## src/rtl/core/tns_pkg.sv

```systemverilog
`timescale 1ns / 1ps

package tns_pkg;

    localparam int FREQ_W    = 16;
    localparam int BEATS_W   = 12;
    localparam int TEMPO_W   = 10;
    localparam int OPCODE_W  = 2;
    localparam int FRAC_BITS = 8;
    localparam int MUL_STEPS = 16;

    localparam logic [FREQ_W-1:0]  MS_PER_MIN  = 16'd60000;
    localparam logic [TEMPO_W-1:0] TEMPO_RESET = 10'd120;

    localparam logic [OPCODE_W-1:0] OP_TICK   = 2'd0;
    localparam logic [OPCODE_W-1:0] OP_LOAD   = 2'd1;
    localparam logic [OPCODE_W-1:0] OP_STOP   = 2'd2;
    localparam logic [OPCODE_W-1:0] OP_STATUS = 2'd3;

    // serial unit command / status
    typedef struct packed {
        logic start;
        logic div;
    } tns_op_t;

    typedef struct packed {
        logic done;
        logic rem_nz;
    } tns_sts_t;

    typedef struct packed {
        logic [FREQ_W-1:0] tone_freq;
        logic              sounding;
        logic              busy_res;
        logic              note_done;
        logic              rejected;
    } tns_res_t;

endpackage

```

## src/rtl/core/tns_channels.sv

```systemverilog
`timescale 1ns / 1ps

interface tns_cmd_if;
    logic                          valid;
    logic                          ready;
    logic [tns_pkg::OPCODE_W-1:0]  opcode;
    logic [tns_pkg::FREQ_W-1:0]    start_freq;
    logic [tns_pkg::FREQ_W-1:0]    end_freq;
    logic [tns_pkg::BEATS_W-1:0]   beats_fixed;
    logic                          tied;

    modport source (output valid, opcode, start_freq, end_freq, beats_fixed, tied,
                    input ready);
    modport sink   (input valid, opcode, start_freq, end_freq, beats_fixed, tied,
                    output ready);
endinterface

interface tns_res_if;
    logic                        valid;
    logic                        ready;
    logic [tns_pkg::FREQ_W-1:0]  tone_freq;
    logic                        sounding;
    logic                        busy_res;
    logic                        note_done;
    logic                        rejected;

    modport source (output valid, tone_freq, sounding, busy_res, note_done, rejected,
                    input ready);
    modport sink   (input valid, tone_freq, sounding, busy_res, note_done, rejected,
                    output ready);
endinterface

interface tns_cfg_if;
    logic                         valid;
    logic                         ready;
    logic [tns_pkg::TEMPO_W-1:0]  tempo_bpm;

    modport source (output valid, tempo_bpm, input ready);
    modport sink   (input valid, tempo_bpm, output ready);
endinterface

```

## src/rtl/core/tns_serial_unit.sv

```systemverilog
`timescale 1ns / 1ps

module tns_serial_unit #(
    parameter int W  = 36,
    parameter int DW = 20
) (
    input  logic                clk,
    input  logic                rst_n,
    input  tns_pkg::tns_op_t    op,
    input  logic [W-1:0]        opa,
    input  logic [W-1:0]        opb,
    output logic [W-1:0]        result,
    output tns_pkg::tns_sts_t   sts
);
    import tns_pkg::*;

    localparam int CW = $clog2(W + 1);

    logic [CW-1:0]        cnt_reg, cnt_next;
    logic                 busy_reg, busy_next;
    logic                 done_reg, done_next;
    logic                 div_reg, div_next;
    logic [W-1:0]         acc_reg, acc_next;
    logic [W-1:0]         opnd_reg, opnd_next;
    logic [MUL_STEPS-1:0] mplr_reg, mplr_next;
    logic [DW-1:0]        rem_reg, rem_next;

    logic [DW:0]          rem_shift;
    logic [DW:0]          rem_diff;
    logic                 qbit;

    assign rem_shift = {rem_reg, acc_reg[W-1]};
    assign rem_diff  = rem_shift - {1'b0, opnd_reg[DW-1:0]};
    assign qbit      = (rem_shift >= {1'b0, opnd_reg[DW-1:0]});

    always_comb
    begin
        cnt_next  = cnt_reg;
        busy_next = busy_reg;
        done_next = 1'b0;
        div_next  = div_reg;
        acc_next  = acc_reg;
        opnd_next = opnd_reg;
        mplr_next = mplr_reg;
        rem_next  = rem_reg;
        if (op.start)
        begin
            busy_next = 1'b1;
            div_next  = op.div;
            acc_next  = op.div ? opa : '0;
            opnd_next = op.div ? opb : opa;
            mplr_next = opb[MUL_STEPS-1:0];
            rem_next  = '0;
            cnt_next  = op.div ? CW'(W) : CW'(MUL_STEPS);
        end
        else if (busy_reg)
        begin
            if (div_reg)
            begin
                // restoring divide, one quotient bit a cycle
                if (qbit)
                    rem_next = rem_diff[DW-1:0];
                else
                    rem_next = rem_shift[DW-1:0];
                acc_next = {acc_reg[W-2:0], qbit};
            end
            else
            begin
                // shift-add multiply
                if (mplr_reg[0])
                    acc_next = acc_reg + opnd_reg;
                opnd_next = {opnd_reg[W-2:0], 1'b0};
                mplr_next = {1'b0, mplr_reg[MUL_STEPS-1:1]};
            end
            cnt_next = cnt_reg - CW'(1);
            if (cnt_reg == CW'(1))
            begin
                busy_next = 1'b0;
                done_next = 1'b1;
            end
        end
    end

    always_ff @(posedge clk or negedge rst_n)
    begin
        if (!rst_n)
        begin
            cnt_reg  <= '0;
            busy_reg <= 1'b0;
            done_reg <= 1'b0;
            div_reg  <= 1'b0;
        end
        else
        begin
            cnt_reg  <= cnt_next;
            busy_reg <= busy_next;
            done_reg <= done_next;
            div_reg  <= div_next;
        end
    end

    always_ff @(posedge clk)
    begin
        acc_reg  <= acc_next;
        opnd_reg <= opnd_next;
        mplr_reg <= mplr_next;
        rem_reg  <= rem_next;
    end

    assign result     = acc_reg;
    assign sts.done   = done_reg;
    assign sts.rem_nz = |rem_reg;

endmodule

```

## src/rtl/core/tone_note_sequencer_glide.sv

```systemverilog
`timescale 1ns / 1ps

// Tone sequencer with linear glide. Each command beat is one 1 ms tick, a note load,
// a stop, or a status poll, and yields exactly one result beat. Loads and gliding
// ticks run on one shared bit-serial multiply/divide unit: a load takes a
// (DURATION_BITS+16)-bit divide for 60000/tempo plus a 16-step multiply by beats,
// a gliding tick a 16-step multiply plus a (DURATION_BITS+16)-step divide; every
// other beat goes from S_EXEC straight to S_EMIT. The block takes one command at
// a time; a result may wait in the output register while the next command is taken.
// tempo_bpm must be written only while idle; the block itself does not enforce this.

module tone_note_sequencer_glide #(
    parameter int GAP_TICKS     = 20,
    parameter int DURATION_BITS = 20
) (
    input  logic      clk,
    input  logic      rst_n,
    tns_cmd_if.sink   cmd,
    tns_res_if.source res,
    tns_cfg_if.sink   cfg
);
    import tns_pkg::*;

    localparam int DW = DURATION_BITS;
    localparam int W  = DW + FREQ_W;

    localparam logic [DW-1:0] GAP_CMP = DW'(GAP_TICKS);

    localparam logic [1:0] PH_IDLE = 2'd0;
    localparam logic [1:0] PH_NOTE = 2'd1;
    localparam logic [1:0] PH_GAP  = 2'd2;

    localparam logic [2:0] S_WAIT      = 3'd0;
    localparam logic [2:0] S_EXEC      = 3'd1;
    localparam logic [2:0] S_DIV_TEMPO = 3'd2;
    localparam logic [2:0] S_MUL_BEATS = 3'd3;
    localparam logic [2:0] S_MUL_GLIDE = 3'd4;
    localparam logic [2:0] S_DIV_GLIDE = 3'd5;
    localparam logic [2:0] S_EMIT      = 3'd6;

    logic [2:0]          seq_reg, seq_next;
    logic [1:0]          phase_reg, phase_next;
    logic [DW-1:0]       elapsed_reg, elapsed_next;
    logic [DW-1:0]       note_reg, note_next;
    logic [FREQ_W-1:0]   gstart_reg, gstart_next;
    logic [FREQ_W-1:0]   gend_reg, gend_next;
    logic                tie_reg, tie_next;
    logic [FREQ_W-1:0]   hfreq_reg, hfreq_next;
    logic                hsnd_reg, hsnd_next;
    logic [TEMPO_W-1:0]  tempo_reg;
    tns_res_t            pend_reg, pend_next;
    tns_res_t            out_reg, out_next;
    logic                out_valid_reg, out_valid_next;

    logic [OPCODE_W-1:0] op_reg;
    logic [FREQ_W-1:0]   sf_reg;
    logic [FREQ_W-1:0]   ef_reg;
    logic [BEATS_W-1:0]  beats_reg;
    logic                tied_reg;

    tns_op_t             u_op;
    logic [W-1:0]        u_a, u_b;
    logic [W-1:0]        u_result;
    tns_sts_t            u_sts;

    logic [TEMPO_W-1:0]  tempo_eff;
    logic                rising;
    logic [FREQ_W-1:0]   absdiff;
    logic [FREQ_W-1:0]   glide_q;
    logic [FREQ_W-1:0]   glide_f;
    logic [DW-1:0]       dur_sat;

    function automatic tns_res_t mk_res(input logic [FREQ_W-1:0] f, input logic s,
                                        input logic busy, input logic done,
                                        input logic rej);
        tns_res_t r;
        r.tone_freq = s ? f : '0;
        r.sounding  = s;
        r.busy_res  = busy;
        r.note_done = done;
        r.rejected  = rej;
        return r;
    endfunction

    tns_serial_unit #(
        .W  (W),
        .DW (DW)
    ) u_unit (
        .clk    (clk),
        .rst_n  (rst_n),
        .op     (u_op),
        .opa    (u_a),
        .opb    (u_b),
        .result (u_result),
        .sts    (u_sts)
    );

    assign tempo_eff = (tempo_reg == '0) ? TEMPO_W'(1) : tempo_reg;
    assign rising    = (gend_reg >= gstart_reg);
    assign absdiff   = rising ? (gend_reg - gstart_reg) : (gstart_reg - gend_reg);
    assign glide_q   = u_result[FREQ_W-1:0];
    assign glide_f   = rising ? (gstart_reg + glide_q)
                              : (gstart_reg - glide_q - FREQ_W'(u_sts.rem_nz));
    assign dur_sat   = (|u_result[W-1:DW+FRAC_BITS]) ? '1
                                                     : u_result[DW+FRAC_BITS-1:FRAC_BITS];

    always_comb
    begin
        seq_next       = seq_reg;
        phase_next     = phase_reg;
        elapsed_next   = elapsed_reg;
        note_next      = note_reg;
        gstart_next    = gstart_reg;
        gend_next      = gend_reg;
        tie_next       = tie_reg;
        hfreq_next     = hfreq_reg;
        hsnd_next      = hsnd_reg;
        pend_next      = pend_reg;
        out_next       = out_reg;
        out_valid_next = out_valid_reg;
        u_op           = '0;
        u_a            = '0;
        u_b            = '0;

        if (out_valid_reg && res.ready)
            out_valid_next = 1'b0;

        unique case (seq_reg)
            S_WAIT:
            begin
                if (cmd.valid)
                    seq_next = S_EXEC;
            end
            S_EXEC:
            begin
                seq_next = S_EMIT;
                unique case (op_reg)
                    OP_LOAD:
                    begin
                        if (phase_reg != PH_IDLE)
                        begin
                            pend_next = mk_res(hfreq_reg, hsnd_reg, 1'b1, 1'b0, 1'b1);
                        end
                        else
                        begin
                            gstart_next  = sf_reg;
                            gend_next    = ef_reg;
                            tie_next     = tied_reg;
                            elapsed_next = '0;
                            hfreq_next   = '0;
                            hsnd_next    = 1'b0;
                            phase_next   = PH_NOTE;
                            pend_next    = mk_res('0, 1'b0, 1'b1, 1'b0, 1'b0);
                            u_op.start   = 1'b1;
                            u_op.div     = 1'b1;
                            u_a          = W'(MS_PER_MIN);
                            u_b          = W'(tempo_eff);
                            seq_next     = S_DIV_TEMPO;
                        end
                    end
                    OP_STOP:
                    begin
                        phase_next   = PH_IDLE;
                        elapsed_next = '0;
                        hfreq_next   = '0;
                        hsnd_next    = 1'b0;
                        pend_next    = mk_res('0, 1'b0, 1'b0, 1'b0, 1'b0);
                    end
                    OP_STATUS:
                    begin
                        if (phase_reg != PH_IDLE)
                            pend_next = mk_res(hfreq_reg, hsnd_reg, 1'b1, 1'b0, 1'b0);
                        else
                            pend_next = mk_res('0, 1'b0, 1'b0, 1'b0, 1'b0);
                    end
                    default:
                    begin
                        // tick
                        priority if (phase_reg == PH_NOTE && elapsed_reg < note_reg)
                        begin
                            if (gstart_reg != '0)
                            begin
                                u_op.start = 1'b1;
                                u_op.div   = 1'b0;
                                u_a        = W'(elapsed_reg);
                                u_b        = W'(absdiff);
                                seq_next   = S_MUL_GLIDE;
                            end
                            else
                            begin
                                hfreq_next   = '0;
                                hsnd_next    = 1'b0;
                                elapsed_next = elapsed_reg + DW'(1);
                                pend_next    = mk_res('0, 1'b0, 1'b1, 1'b0, 1'b0);
                            end
                        end
                        else if (phase_reg == PH_NOTE && !tie_reg && GAP_CMP != '0)
                        begin
                            phase_next   = PH_GAP;
                            elapsed_next = DW'(1);
                            pend_next    = mk_res(hfreq_reg, hsnd_reg, 1'b1, 1'b0, 1'b0);
                        end
                        else if (phase_reg == PH_GAP && elapsed_reg < GAP_CMP)
                        begin
                            elapsed_next = elapsed_reg + DW'(1);
                            pend_next    = mk_res(hfreq_reg, hsnd_reg, 1'b1, 1'b0, 1'b0);
                        end
                        else if (phase_reg == PH_IDLE)
                        begin
                            pend_next = mk_res('0, 1'b0, 1'b0, 1'b0, 1'b0);
                        end
                        else
                        begin
                            // note and gap over
                            phase_next   = PH_IDLE;
                            elapsed_next = '0;
                            pend_next    = mk_res('0, 1'b0, 1'b0, 1'b1, 1'b0);
                        end
                    end
                endcase
            end
            S_DIV_TEMPO:
            begin
                if (u_sts.done)
                begin
                    u_op.start = 1'b1;
                    u_op.div   = 1'b0;
                    u_a        = W'(u_result[FREQ_W-1:0]);
                    u_b        = W'(beats_reg);
                    seq_next   = S_MUL_BEATS;
                end
            end
            S_MUL_BEATS:
            begin
                if (u_sts.done)
                begin
                    note_next = dur_sat;
                    seq_next  = S_EMIT;
                end
            end
            S_MUL_GLIDE:
            begin
                if (u_sts.done)
                begin
                    u_op.start = 1'b1;
                    u_op.div   = 1'b1;
                    u_a        = u_result;
                    u_b        = W'(note_reg);
                    seq_next   = S_DIV_GLIDE;
                end
            end
            S_DIV_GLIDE:
            begin
                if (u_sts.done)
                begin
                    hfreq_next   = glide_f;
                    hsnd_next    = 1'b1;
                    elapsed_next = elapsed_reg + DW'(1);
                    pend_next    = mk_res(glide_f, 1'b1, 1'b1, 1'b0, 1'b0);
                    seq_next     = S_EMIT;
                end
            end
            S_EMIT:
            begin
                if (!out_valid_reg || res.ready)
                begin
                    out_next       = pend_reg;
                    out_valid_next = 1'b1;
                    seq_next       = S_WAIT;
                end
            end
            default:
            begin
                seq_next = S_WAIT;
            end
        endcase
    end

    always_ff @(posedge clk or negedge rst_n)
    begin
        if (!rst_n)
        begin
            seq_reg       <= S_WAIT;
            phase_reg     <= PH_IDLE;
            elapsed_reg   <= '0;
            note_reg      <= '0;
            gstart_reg    <= '0;
            gend_reg      <= '0;
            tie_reg       <= 1'b0;
            hfreq_reg     <= '0;
            hsnd_reg      <= 1'b0;
            tempo_reg     <= TEMPO_RESET;
            pend_reg      <= '0;
            out_reg       <= '0;
            out_valid_reg <= 1'b0;
        end
        else
        begin
            seq_reg       <= seq_next;
            phase_reg     <= phase_next;
            elapsed_reg   <= elapsed_next;
            note_reg      <= note_next;
            gstart_reg    <= gstart_next;
            gend_reg      <= gend_next;
            tie_reg       <= tie_next;
            hfreq_reg     <= hfreq_next;
            hsnd_reg      <= hsnd_next;
            pend_reg      <= pend_next;
            out_reg       <= out_next;
            out_valid_reg <= out_valid_next;
            if (cfg.valid)
                tempo_reg <= cfg.tempo_bpm;
        end
    end

    // command beat capture
    always_ff @(posedge clk)
    begin
        if (cmd.valid && cmd.ready)
        begin
            op_reg    <= cmd.opcode;
            sf_reg    <= cmd.start_freq;
            ef_reg    <= cmd.end_freq;
            beats_reg <= cmd.beats_fixed;
            tied_reg  <= cmd.tied;
        end
    end

    assign cmd.ready     = (seq_reg == S_WAIT);
    assign cfg.ready     = 1'b1;
    assign res.valid     = out_valid_reg;
    assign res.tone_freq = out_reg.tone_freq;
    assign res.sounding  = out_reg.sounding;
    assign res.busy_res  = out_reg.busy_res;
    assign res.note_done = out_reg.note_done;
    assign res.rejected  = out_reg.rejected;

endmodule
```

## src/flat_wrapper.sv

```systemverilog
// flat-port wrapper written by rule: the top's interface ports become plain ports
module tone_note_sequencer_glide_flat import tns_pkg::*;
#(
    parameter int GAP_TICKS     = 20,
    parameter int DURATION_BITS = 20
)
  (clk, rst_n, cmd_valid, cmd_opcode, cmd_start_freq, cmd_end_freq, cmd_beats_fixed, cmd_tied, cmd_ready, res_valid, res_tone_freq, res_sounding, res_busy_res, res_note_done, res_rejected, res_ready, cfg_valid, cfg_tempo_bpm, cfg_ready);
  tns_cmd_if cmd_i ();
  tns_res_if res_i ();
  tns_cfg_if cfg_i ();
  input  logic clk;
  input  logic rst_n;
  input wire logic [$bits(cmd_i.valid)-1:0] cmd_valid;
  input wire logic [$bits(cmd_i.opcode)-1:0] cmd_opcode;
  input wire logic [$bits(cmd_i.start_freq)-1:0] cmd_start_freq;
  input wire logic [$bits(cmd_i.end_freq)-1:0] cmd_end_freq;
  input wire logic [$bits(cmd_i.beats_fixed)-1:0] cmd_beats_fixed;
  input wire logic [$bits(cmd_i.tied)-1:0] cmd_tied;
  output wire logic [$bits(cmd_i.ready)-1:0] cmd_ready;
  output wire logic [$bits(res_i.valid)-1:0] res_valid;
  output wire logic [$bits(res_i.tone_freq)-1:0] res_tone_freq;
  output wire logic [$bits(res_i.sounding)-1:0] res_sounding;
  output wire logic [$bits(res_i.busy_res)-1:0] res_busy_res;
  output wire logic [$bits(res_i.note_done)-1:0] res_note_done;
  output wire logic [$bits(res_i.rejected)-1:0] res_rejected;
  input wire logic [$bits(res_i.ready)-1:0] res_ready;
  input wire logic [$bits(cfg_i.valid)-1:0] cfg_valid;
  input wire logic [$bits(cfg_i.tempo_bpm)-1:0] cfg_tempo_bpm;
  output wire logic [$bits(cfg_i.ready)-1:0] cfg_ready;
  assign cmd_i.valid = cmd_valid;
  assign cmd_i.opcode = cmd_opcode;
  assign cmd_i.start_freq = cmd_start_freq;
  assign cmd_i.end_freq = cmd_end_freq;
  assign cmd_i.beats_fixed = cmd_beats_fixed;
  assign cmd_i.tied = cmd_tied;
  assign cmd_ready = cmd_i.ready;
  assign res_valid = res_i.valid;
  assign res_tone_freq = res_i.tone_freq;
  assign res_sounding = res_i.sounding;
  assign res_busy_res = res_i.busy_res;
  assign res_note_done = res_i.note_done;
  assign res_rejected = res_i.rejected;
  assign res_i.ready = res_ready;
  assign cfg_i.valid = cfg_valid;
  assign cfg_i.tempo_bpm = cfg_tempo_bpm;
  assign cfg_ready = cfg_i.ready;
  tone_note_sequencer_glide #(.GAP_TICKS(GAP_TICKS), .DURATION_BITS(DURATION_BITS)) u_core (.clk(clk), .rst_n(rst_n), .cmd(cmd_i), .res(res_i), .cfg(cfg_i));
endmodule
```

## config.mk

```make
export PLATFORM = sky130hd
export DESIGN_NAME = tone_note_sequencer_glide_flat
export DESIGN_NICKNAME = d
export VERILOG_FILES = /design/src/rtl/core/tns_pkg.sv /design/src/rtl/core/tns_channels.sv /design/src/rtl/core/tns_serial_unit.sv /design/src/rtl/core/tone_note_sequencer_glide.sv /design/src/flat_wrapper.sv
export SDC_FILE = /design/constraint.sdc
export NUM_CORES = 1
export LEC_CHECK = 0
export ABC_AREA = 1
export BUFFER_PORTS_ARGS = -buffer_cell sky130_fd_sc_hd__buf_2
export CELL_PAD_IN_SITES_DETAIL_PLACEMENT = 1
export CELL_PAD_IN_SITES_GLOBAL_PLACEMENT = 2
export CORE_MARGIN = 3
export CORE_UTILIZATION = 39
export DETAILED_ROUTE_END_ITERATION = 12
export PLACE_DENSITY = 0.95
export SYNTH_ARGS = -nofsm -noshare
export SYNTH_HDL_FRONTEND = slang
export SYNTH_SLANG_ARGS = --single-unit
```

## constraint.sdc

```tcl
create_clock -name clk -period 9.5 [get_ports clk]
set_input_delay 1.425 -clock clk [delete_from_list [all_inputs] [get_ports clk]]
set_output_delay 1.425 -clock clk [all_outputs]
set_load 0.005 [all_outputs]
```

Word-level counts from Yosys, hierarchy flattened
Cells that the tools add are included.

operators by class
  add/sub/neg operators = 9
  reduce and logical (&&, ||, !) cells = 31
  equal/unequal tests = 30
  magnitude comparators = 4
  muxes and demuxes = 98
  bitwise operators = 2

operator list
  operator                                                     number
  two-way mux 36 bit                                           12
  two-way mux 20 bit                                           18
  case mux 36 bit (3 select lines)                             2
  two-way mux 16 bit                                           13
  case mux 36 bit (2 select lines)                             2
  case mux 20 bit (3 select lines)                             2
  case mux 20 bit (2 select lines)                             2
  case mux 16 bit (3 select lines)                             1
  subtractor 16 bit                                            3
  adder 36 bit                                                 1
  case mux 16 bit (2 select lines)                             1
  two-way mux 2 bit                                            12
  greater-or-equal comparator 21 x 20 -> 1 bit                 1
  two-way mux 3 bit                                            7
  adder 20 x 1 -> 20 bit, second input constant                1
  less-than comparator 20 bit                                  1
  less-than comparator 20 x 5 -> 1 bit, second input constant  1
  two-way mux 10 bit                                           2
  OR reduction 20 bit                                          1
  subtractor 20 bit                                            1
  two-way mux 6 bit                                            3
  case mux 3 bit (6 select lines)                              1
  AND reduction 6 bit                                          3
  adder 16 bit                                                 1
  40 further kinds                                             82

storage, ports and cells
  logic and storage cells = 208
  register bits = 310
  output and inout bits = 23
  input port bits = 62

Depth between registers and ports, before layout
Gate-level depths: netlist (run 1).

  depth in word-level cells = 8
  mapped depth = 21
  depth with buffers taken out = 21

Hierarchy
A second synthesis (run 1) with hierarchy kept.

second synthesis, totals
  cells, all modules = 3234
  area, all modules = 23105.9 um2

by module, submodules not included
  module                     area each (um2)  seq. area each (um2)  cells an instance  times used
  tone_note_sequencer_glide  13865.8          5069.9                1918               1
  tns_serial_unit            9240.1           3268.1                1316               1

Least setup slack after synthesis (run 1)
OpenSTA, ideal clock, no wires.

  path type = register -> register
  from = register u_core.u_unit.busy_reg
  to = register u_core.u_unit.mplr_reg[0], enable pin
  path slack = 4.552 ns
  data arrival time = 4.414 ns
  cell stages (with the launch flop) = 4
  library setup time = 0.534 ns
  period minus slack after synthesis = 4.948 ns
  path buffers = 1
  required time = 8.966 ns
  cell sequence = dfrtp_1 clkbuf_1 inv_1 o21ai_0

between the ends
  word-level cells in the longest chain between the ends = 2

ends and longest elaborated chain
  item                           RTL line                text
  start, declared                tns_serial_unit.sv:20   logic busy_reg, busy_next;
  start signal, assigned         tns_serial_unit.sv:96   busy_reg <= busy_next;
  nonzero test 2 bit (no line)   --
  AND reduction 2 bit (no line)  --
  end signal, assigned           tns_serial_unit.sv:106  mplr_reg <= mplr_next;
  end, declared                  tns_serial_unit.sv:25   logic [MUL_STEPS-1:0] mplr_reg, mplr_next;

Every way passes these cells.
A chain may end at the register's enable or synchronous reset.

Final worst setup path (run 1)
  from = register u_core.elapsed_reg[19]
  to = register u_core.u_unit.opnd_reg[8], enable pin

between the ends
  word-level cells in the longest chain between the ends = 7
  elaborated cells between the ends (all ways) = 8
  classes of those cells = order compare (1); eq/ne (1); mux (3); reduce/logical (3)

ends and longest elaborated chain
  item                                                                           RTL line                          text
  start, declared                                                                tone_note_sequencer_glide.sv:43   logic [DW-1:0] elapsed_reg, elapsed_next;
  start signal, assigned                                                         tone_note_sequencer_glide.sv:301  elapsed_reg <= elapsed_next;
  less-than comparator 20 bit *                                                  tone_note_sequencer_glide.sv:179  priority if (phase_reg == PH_NOTE && elapsed_reg < note_reg)
  logical AND 1 bit *                                                            tone_note_sequencer_glide.sv:179
  two-way mux 2 bit *                                                            tone_note_sequencer_glide.sv:179
  case mux 2 bit (2 select lines) *                                              tone_note_sequencer_glide.sv:137  unique case (op_reg)
  case mux 2 bit (3 select lines) *                                              tone_note_sequencer_glide.sv:128  unique case (seq_reg)
  != test 2 x 1 -> 1 bit (no line) / nonzero test 2 bit (equally long branches)  --
  AND reduction 2 bit (no line) *                                                --
  end signal, assigned                                                           tns_serial_unit.sv:105            opnd_reg <= opnd_next;
  end, declared                                                                  tns_serial_unit.sv:24             logic [W-1:0] opnd_reg, opnd_next;

Mark *: on every way between the ends. The rest lies on a longest branch, timed or not.

==> reports/results.ini, run 1 <==
[die]
core_um2 = 57810
rows = 88
ios = 85
dieArea_um2 = 61500
die_h_um = 248.0
die_x_um = 248.0
start_util = 0.3951

[sta]
slew_headroom = 0.1839
finalCriticalPeriod_ns = 4.277
hold_viol = 0
fin_skew_ns = 0.02578
setup-tns-final_ns = 0
finalSetupViolCount = 0
hold-worst-slack_ns = 0.4836
rsz0062_at_grt = no
max_freq_mhz = 233.8
report.final.slew_viol_count = 0
post-route-period-util = 0.4502
worst_pin_slew_ns = 1.220

[drt]
wire_per_inst_um = 20.86
vias_per_cell = 5.403
drt-pass1-iter-count = 5
drcViolationCount = 0
wl_mm = 85.48
first_iter_violations = 1329
vias = 22140
drtAntennaViolNets = 0

[setup_path]
worstPathMaxFanout = 63
crit_type = reg2reg
cp_data_required_time_ns = 9.69
cp-end-kind = flip-flop
arrival_ns = 4.47
cp-start-kind = flip-flop

[logic_synthesis]
yosysMostFrequentCell = nand2_1
synth_area_um2 = 22840
synthTopCellsByArea = edfxtp_1 18%, dfrtp_1 17%, nand2_1 16%
synth_edf_count = 135
async_reset_ff_frac = 0.5000
synth_area_leader_cell = edfxtp_1
yosys_most_used_dff = dfrtp_1
ys_types = 58
yosys-top-cells-count = 989 x nand2_1, 425 x inv_1, 342 x nor2_1
syn_area_per_cell_um2 = 7.034
synth.net_count = 3471
yosysWarnings = 0
synthCells = 3247
ys_seq_area_frac = 0.3651
synth_top_area_share = 0.1775
ys_ff_latch = 310

[final_layout]
nets = 3527
finish.instance_area_um2 = 25210
final_util = 0.4361
drive_gt1_frac = 0.07201
fill_cells = 7448
area_delta_synth_final_pct = 10.38
diodes = 0

[placement]
globalplace.congestion = 0.9796
io_buffers = 83
hpwl_mm = 67.02
placed_area_um2 = 23960

[global_route]
grt_pass1_wl_mm = 133.1
grt_max_degree = 82
grt.total_usage = 0.2780
antenna_found_initial = 0
grt-ovfl-total = 0
first_global_vias = 23390

[clock_network]
cts_root_buf = clkbuf_16
post_cts_buffers = 0
cts.repair.resized = 0
cts_htree_levels = 2
cts.path.max_buffers = 3
cts_hold_buf = 0
cts_tree = done
clk_pin_slew_ns = 0.07
insertion_delay_ns = 0.57
cts_buffers = 39
clock_sinks = 310

[run_status]
outcome = finished clean

[flow_run]
maxCapViolCount = 0

[pwr]
ir_drop_mv = 0.1297
p_leak_nw = 12.23
p_per_area_nw_per_um2 = 116.4
p_total_mw = 2.935

[worst_hold_path]
hold_class = reg2reg

## where the power goes
part | switching [mW] | leakage [nW] | internal [mW]
logic | 0.0282 | 8.40 | 0.0121
registers | 0.00259 | 3.25 | 1.40
clock network | 0.632 | 0.585 | 0.862
## per-stage QoR
step                cells  setup slack [ns]
floorplan            3247             4.552
detailed placement   4027             5.246
global placement     4027             5.285
finish               4098             5.223
CTS                  4098             5.197
global route         4098             4.933
## path summary, 6_finish.rpt
path / end / slack [ns] / cells past startpoint / from
setup / recovery: u_core.u_unit.opnd_reg[8] / 5.22 / 15 / u_core.elapsed_reg[19]
hold / removal: u_core.pend_reg[16] / 0.48 / 2 / u_core.pend_reg[16]
setup reg to reg: u_core.u_unit.opnd_reg[8] / 5.22 / 15 / u_core.elapsed_reg[19]
hold reg to reg: u_core.pend_reg[16] / 0.48 / 2 / u_core.pend_reg[16]
max in group asynchronous: u_core.hfreq_reg[8] / 6.87 / 2 / rst_n
min in group asynchronous: u_core.gstart_reg[15] / 0.92 / 1 / rst_n
## metal layers
layer  routed length [um]  global-route usage  part of all wire
met1                36960              0.3482              0.43
met2                42900              0.5047              0.50
met3                 3166             0.02809             0.037
met4                 2451             0.08153             0.029
met5                    0                   0                 0
## area by class of cell
type	count	area, um2	area share
clock buffers	52	1045	0.04144
well taps	765	957.2	0.03797
flip-flops and latches	310	8338	0.3308
multi-input cells	2412	12470	0.4948
clock inverters	19	201.4	0.007991
inverters	442	1659	0.06581
repair buffers	98	534.3	0.02119
## cell usage in the layout, fill, tap and decap left out, types with 22 or more instances in the layout
master | netlist | layout
clkbuf_16 | 0 | 39
buf_2 | 25 | 82
dfrtp_1 | 151 | 151
o21ai_1 | 25 | 25
o21ai_0 | 160 | 159
ha_1 | 155 | 155
edfxtp_1 | 135 | 135
nand3_1 | 251 | 251
a21oi_1 | 207 | 207
nand4_1 | 45 | 45
xor2_1 | 35 | 35
nor2_1 | 342 | 340
mux2_2 | 22 | 22
nor3_1 | 29 | 28
nand2_1 | 989 | 988
inv_1 | 425 | 425
## critical path, cell delays in order, from the launching register on
cell     delay (ns)
dfrtp_1        0.43
ha_1           0.31
nand2_1        0.08
nand2_1        0.06
nor2_1         0.09
nand2_1        0.10
a21oi_4        0.19
nand2_1        0.12
nor2_4         0.36
nand3_4        0.20
nand2_2        0.09
buf_4          0.56
inv_2          0.10
buf_4          0.35
o21ai_4        0.12
buf_4          0.65
## kinds of logic after synthesis
| group | count (synthesis) | synth area share |
|---|---|---|
| simple gates | 1711 | 0.3107 |
| fa+ha+maj | 162 | 0.09105 |
| buf+inv | 525 | 0.08996 |
| flops | 310 | 0.3651 |
| mux | 23 | 0.01129 |
| other cells | 1 | 0.0001642 |
| compound gates | 460 | 0.1106 |
| xor+xnor | 55 | 0.02109 |
No activity file was read; power rests on OpenSTA's default activity.
==> inputs of run 2 (changes only) <==
Settings changed: CORE_UTILIZATION 39 to 37, PLACE_DENSITY 0.95 to 0.92.
Clock period 9.5 ns to 4.2 ns, I/O delays scaled along.
==> run 2 against run 1 <==
  * Non-clock buffer count grew 15
  * Critical path depth up 4
  * Worst hold slack lost 0.41 ns
  * Count of clock-buffer cells in the layout rose by 1
  * Routed wire length down 1.5%
  * Sequential power up 130%
  * Die area grew 5.3%
  * Core utilization fell by 1.7 points
  * Critical endpoint is now u_core.pend_reg[14]
  * Highest routed layer is now met5
==> reports/results.ini, run 2 (synthesis results as in run 1) <==
[final_layout]
final_common_cell = nand2_1
seq_area_um2 = 8338  ; unchanged
diodes = 0  ; unchanged
multi_input_area_um2 = 12480  ; about the same
drive_gt1_frac = 0.07851  ; +0.006500
fin_cells = 4132  ; +0.83%
mostFrequentLayoutCells = 988 x nand2_1, 425 x inv_1, 340 x nor2_1, 251 x nand3_1, 206 x a21oi_1
area_delta_synth_final_pct = 11.51
nets = 3543  ; +0.45%
fill_cells = 7728  ; +3.8%

[sta]
slew_headroom = 0.1718  ; -0.01215
fin_skew_ns = 0.03124  ; +0.005456 ns
worst_pin_slew_ns = 1.238  ; +0.01741 ns
max_freq_mhz = 267.5  ; +14%
post-route-period-util = 0.8899  ; +0.4397
report.final.slew_viol_count = 0  ; unchanged
fin_ws_ns = 0.4624  ; -4.761 ns
finalCriticalPeriod_ns = 3.738  ; -0.5393 ns
rsz0062_at_grt = no
hold-worst-slack_ns = 0.07613  ; -0.4075 ns
setup-tns-final_ns = 0  ; unchanged
finalSetupViolCount = 0  ; unchanged
hold_viol = 0  ; unchanged

[setup_path]
arrival_ns = 4.22  ; -0.25 ns
r2r_slack_ns = 0.46  ; -4.76 ns
cp_data_required_time_ns = 4.68  ; -5.01 ns
path_cells = nor4_1, nand4_1, buf_4, fa_1, inv_1, ha_1, nor2_1, fa_1, nand2_1, a21oi_2, o21ai_0, nand2_1, nand2_1, nand2_1, nand3_1, nand3_1, nand2_1, nand2_1, nand2_1
critPathBufInv = 2  ; -2
max_stage_delay_ns = 0.51  ; -0.14 ns
cp-start-kind = flip-flop
path_delay_family = simple AND/OR/NAND/NOR gates
cpMostUsedCell = nand2_1
slowest_stage = fa_1
cp-end-kind = flip-flop
crit_path_start = u_core.u_unit.rem_reg[8]
crit_type = reg2reg
worstPathMaxFanout = 4  ; -94%
r2r_start = u_core.u_unit.rem_reg[8]

[drt]
drtAntennaViolNets = 0  ; unchanged
first_iter_violations = 1217  ; -8.4%
vias_per_cell = 5.350  ; -0.97%
vias = 22110  ; -0.15%
wire_per_inst_um = 20.38  ; -2.3%
wl_mm = 84.21  ; -1.5%
drcViolationCount = 0  ; unchanged
drt-pass1-iter-count = 7  ; +2

[pwr]
ir_drop_mv = 0.4220  ; +230%
p_per_area_nw_per_um2 = 267.6  ; +130%
p_leak_nw = 12.40  ; +1.3%

[global_route]
use_met3 = 0.03488  ; +0.006787
grt-ovfl-total = 0  ; unchanged
grt_max_degree = 66  ; -20%
antenna_found_initial = 1  ; +1
first_global_vias = 23140  ; -1.1%
grt_pass1_wl_mm = 130.7  ; -1.8%
grt.total_usage = 0.2602  ; -0.01782
grt_util_met1 = 0.3287  ; -0.01943
grt-busiest-layer = met2
grt_use_met2 = 0.4487  ; -0.05598

[flow_run]
maxCapViolCount = 0  ; unchanged

[clock_network]
clk_pin_slew_ns = 0.06  ; about the same
cts_htree_levels = 2  ; unchanged
cts_hold_buf = 0  ; unchanged
cts_buffers = 40  ; +2.6%
cts_root_buf = clkbuf_16
clock_sinks = 310  ; unchanged
insertion_delay_ns = 0.60  ; +0.03 ns
cts.path.max_buffers = 3  ; unchanged
cts_tree = done
cts.repair.resized = 0  ; unchanged
post_cts_buffers = 0  ; unchanged

[worst_hold_path]
hold_class = in2async

[die]
die_h_um = 254.4  ; +2.6%
die_x_um = 254.4  ; +2.6%
dieArea_um2 = 64740  ; +5.3%
start_util = 0.3763  ; -0.01881
ios = 85  ; unchanged
core_um2 = 60700  ; +5.0%
rows = 90  ; +2.3%

[placement]
dp_cells = 4059  ; +0.79%
globalplace.congestion = 0.9639  ; -1.6%
dp_slack_ns = 0.3711  ; -4.875 ns
io_buffers = 83  ; unchanged
hpwl_mm = 66.50  ; -0.78%

[run_status]
outcome = finished clean

==> run 2: power breakdown <==
| group | total [mW] | switching (mW) | internal (mW) |
|---|---|---|---|
| Combinational | 0.0864 | 0.0576 | 0.0288 |
| Sequential | 3.17 | 0.0100 | 3.16 |
| Clock | 3.56 | 1.47 | 2.09 |
==> run 2: worst paths after layout <==
| check | depth (start not counted) | to |
|---|---|---|
| setup / recovery | 19 | u_core.pend_reg[14] |
| hold / removal | 1 | u_core.gend_reg[14] |
| setup reg to reg | 19 | u_core.pend_reg[14] |
| hold reg to reg | 2 | u_core.hfreq_reg[4] |
| max in group asynchronous | 2 | u_core.elapsed_reg[0] |
| min in group clk | 1 | u_core.ef_reg[15] |
==> run 2: per-stage QoR <==
step / instance area, um2 / utilization / total power, mW
2_1_floorplan: 22840 / - / 3.240
3_3_place_gp: 24120 / 0.3974 / 3.314
3_5_place_dp: 24120 / 0.3974 / 3.319
4_1_cts: 25460 / 0.4194 / 6.896
5_1_grt: 25470 / 0.4196 / 7.024
6_report: 25470 / 0.4196 / 6.815
==> run 2: routing by layer <==
| layer | share of wire | vias up |
|---|---|---|
| li1 | - | 10650 |
| met1 | 0.44 | 10820 |
| met2 | 0.48 | 489 |
| met3 | 0.042 | 153 |
| met4 | 0.043 | 2 |
| met5 | 0.00012 | - |
==> run 2: final cells by class <==
cell class	instances	share of cell area
inverter	442	0.06515
multi-input combinational	2412	0.4902
timing repair buffer	113	0.02638
tap	782	0.03842
clock buffer	53	0.04279
clock inverter	20	0.009630
sequential	310	0.3274
==> inputs of run 3 (changes only) <==
Settings changed: RECOVER_POWER from default to 100.
==> run 3 against run 2 <==
  * The run now ends with max-capacitance violations, max-slew violations left
  * Non-clock buffer count is the same
  * Core utilization fell by 0.28 points
  * Register-to-register slack worse by 0.21 ns
  * Count of clock-buffer cells in the layout unchanged
  * Clock skew fell by 0.0011 ns
  * Power is essentially flat
  * Clock power about the same
  * Worst hold slack improved by 0.13 ns
  * Final cell count did not move
  * Worst setup slack got worse by 0.21 ns
==> reports/results.ini, run 3 (synthesis results as in run 1) <==
[final_layout]
diodes = 0  ; unchanged
nets = 3543  ; unchanged
area_delta_synth_final_pct = 10.75
mostFrequentLayoutCells = 993 x nand2_1, 431 x inv_1, 342 x nor2_1, 252 x nand3_1, 206 x a21oi_1
drive_gt1_frac = 0.06328  ; -0.01522
final_common_cell = nand2_1
fin_cells = 4132  ; unchanged
fill_cells = 7759  ; +0.40%

[clock_network]
cts_htree_levels = 2  ; unchanged
cts_root_buf = clkbuf_16
cts_tree = done
cts.path.max_buffers = 3  ; unchanged
cts_hold_buf = 0  ; unchanged
cts_buffers = 40  ; unchanged
clk_pin_slew_ns = 0.06  ; about the same
post_cts_buffers = 0  ; unchanged
clock_sinks = 310  ; unchanged
insertion_delay_ns = 0.60  ; about the same

[flow_run]
maxCapViolCount = 6  ; +6

[pwr]
p_int_mw = 5.279  ; about the same
sequentialPowerShare = 0.466  ; about the same
pwr-share-comb = 0.012  ; about the same
p_per_area_nw_per_um2 = 269.4  ; +0.67%
p_total_mw = 6.814  ; about the same
p_leak_nw = 12.26  ; -1.1%
switching_share = 0.2253  ; +0.0003492
power.switching_mw = 1.535  ; +0.15%
clkPwrFrac = 0.522  ; about the same
ir_drop_mv = 0.4213  ; -0.18%

[worst_hold_path]
hold_class = in2reg
min_from = cmd_end_freq[15]
worstHoldPathCells = 1
min_to = u_core.ef_reg[15]

[setup_path]
arrival_ns = 4.15  ; -0.07 ns
max_stage_delay_ns = 0.49  ; -0.02 ns
r2r_start = u_core.elapsed_reg[15]
slowest_stage = buf_4
path_cells = ha_1, nand2_1, inv_1, nand2_1, nand2_1, a21oi_4, nand2_1, nor2_4, nand3_1, nand2_2, inv_1, clkbuf_1, nand2_1, buf_4
critPathBufInv = 4  ; +2
r2r-end = u_core.u_unit.result[35]
crit_path_start = u_core.elapsed_reg[15]
cp-start-kind = flip-flop
worst_r2r_path_depth = 14  ; -5
r2r_slack_ns = 0.25  ; -0.21 ns
cp-end-kind = flip-flop
worstPathMaxFanout = 36  ; +32
path_delay_family = simple AND/OR/NAND/NOR gates
cp_data_required_time_ns = 4.40  ; -0.28 ns
crit_type = reg2reg
cpMostUsedCell = nand2_1

[global_route]
use_met3 = 0.03488  ; unchanged
grt_use_met2 = 0.4487  ; unchanged
grt_max_degree = 66  ; unchanged
first_global_vias = 23140  ; unchanged
antenna_found_initial = 1  ; unchanged
grt-ovfl-total = 0  ; unchanged
grt_util_met1 = 0.3287  ; unchanged
grt.total_usage = 0.2602  ; unchanged
grt-busiest-layer = met2
grt_pass1_wl_mm = 130.7  ; unchanged

[drt]
wire_per_inst_um = 20.38  ; about the same
drcViolationCount = 0  ; unchanged
vias_per_cell = 5.354  ; about the same
first_iter_violations = 1257  ; +3.3%
wl_mm = 84.20  ; about the same
drt-pass1-iter-count = 5  ; -2
vias = 22120  ; +0.063%
drtAntennaViolNets = 0  ; unchanged

[sta]
hold_viol = 0  ; unchanged
rsz0062_at_grt = no
finalSetupViolCount = 0  ; unchanged
report.final.slew_viol_count = 244  ; +244
post-route-period-util = 0.9393  ; +0.04938
fin_ws_ns = 0.2550  ; -0.2074 ns
max_freq_mhz = 253.5  ; -5.3%
finalCriticalPeriod_ns = 3.945  ; +0.2074 ns
worst_pin_slew_ns = 2.213  ; +0.9755 ns
setup-tns-final_ns = 0  ; unchanged
slew_headroom = -0.4809  ; -0.6527
fin_skew_ns = 0.03018  ; -0.001062 ns

[placement]
dp_cells = 4059  ; unchanged
io_buffers = 83  ; unchanged
globalplace.congestion = 0.9639  ; unchanged
dp_slack_ns = 0.3711  ; unchanged
hpwl_mm = 66.50  ; unchanged

[die]
start_util = 0.3763  ; unchanged
die_x_um = 254.4  ; unchanged
rows = 90  ; unchanged
core_um2 = 60700  ; unchanged
die_h_um = 254.4  ; unchanged
dieArea_um2 = 64740  ; unchanged
ios = 85  ; unchanged

[run_status]
violations = max-capacitance violations, max-slew violations
outcome = complete, but fails checks

[run 3: how the worst max path moves through the flow]
| stage | to | slack [ns] | cells after the start |
|---|---|---|---|
| global placement | u_core.pend_reg[18] | 0.50 | 19 |
| CTS | u_core.pend_reg[14] | 0.31 | 19 |
| floorplan | u_core.u_unit.mplr_reg[0] | 0.35 | 13 |
| detailed placement | u_core.pend_reg[18] | 0.37 | 19 |
| finish | u_core.u_unit.result[35] | 0.25 | 14 |
| global route | u_core.u_unit.result[35] | 0.06 | 14 |
[run 3: layout make-up]
cell class / count / area, um2 / area share
multi-input cells: 2412 / 12390 / 0.4899
flip-flops and latches: 310 / 8338 / 0.3296
inverters: 442 / 1659 / 0.06559
clock buffers: 53 / 1090 / 0.04308
well taps: 782 / 978.4 / 0.03868
repair buffers: 113 / 591.8 / 0.02340
clock inverters: 20 / 245.2 / 0.009695
[run 3: repair_timing]
action,4_1_cts,5_1_grt
endpoints found under the hold margin,0,0
resized for setup,0,2
endpoints found under the setup margin,0,8
[run 3: through the flow]
| stage | util | area (um2) | hold slack, ns |
|---|---|---|---|
| 3_5_place_dp | 0.3974 | 24120 | 0.4658 |
| 5_1_grt | 0.4167 | 25290 | 0.1822 |
| 4_1_cts | 0.4194 | 25460 | 0.08348 |
| 6_report | 0.4167 | 25290 | 0.2077 |
| 2_1_floorplan | - | 22840 | 0.3344 |
| 3_3_place_gp | 0.3974 | 24120 | 0.4553 |
[run 3: power by group through the flow]
stage	Sequential (mW)	Clock (mW)	Combinational (mW)
finish	3.17	3.56	0.0830
global route	3.17	3.75	0.0950
CTS	3.17	3.63	0.0895
detailed placement	3.23	0	0.0885
global placement	3.23	0	0.0840
floorplan	3.23	0	0.0141
[run 3: routing by layer]
layer | vias up | part of all wire
li1 | 10650 | -
met1 | 10830 | 0.43
met2 | 497 | 0.48
met3 | 143 | 0.048
met4 | 2 | 0.042
met5 | - | 0.00012
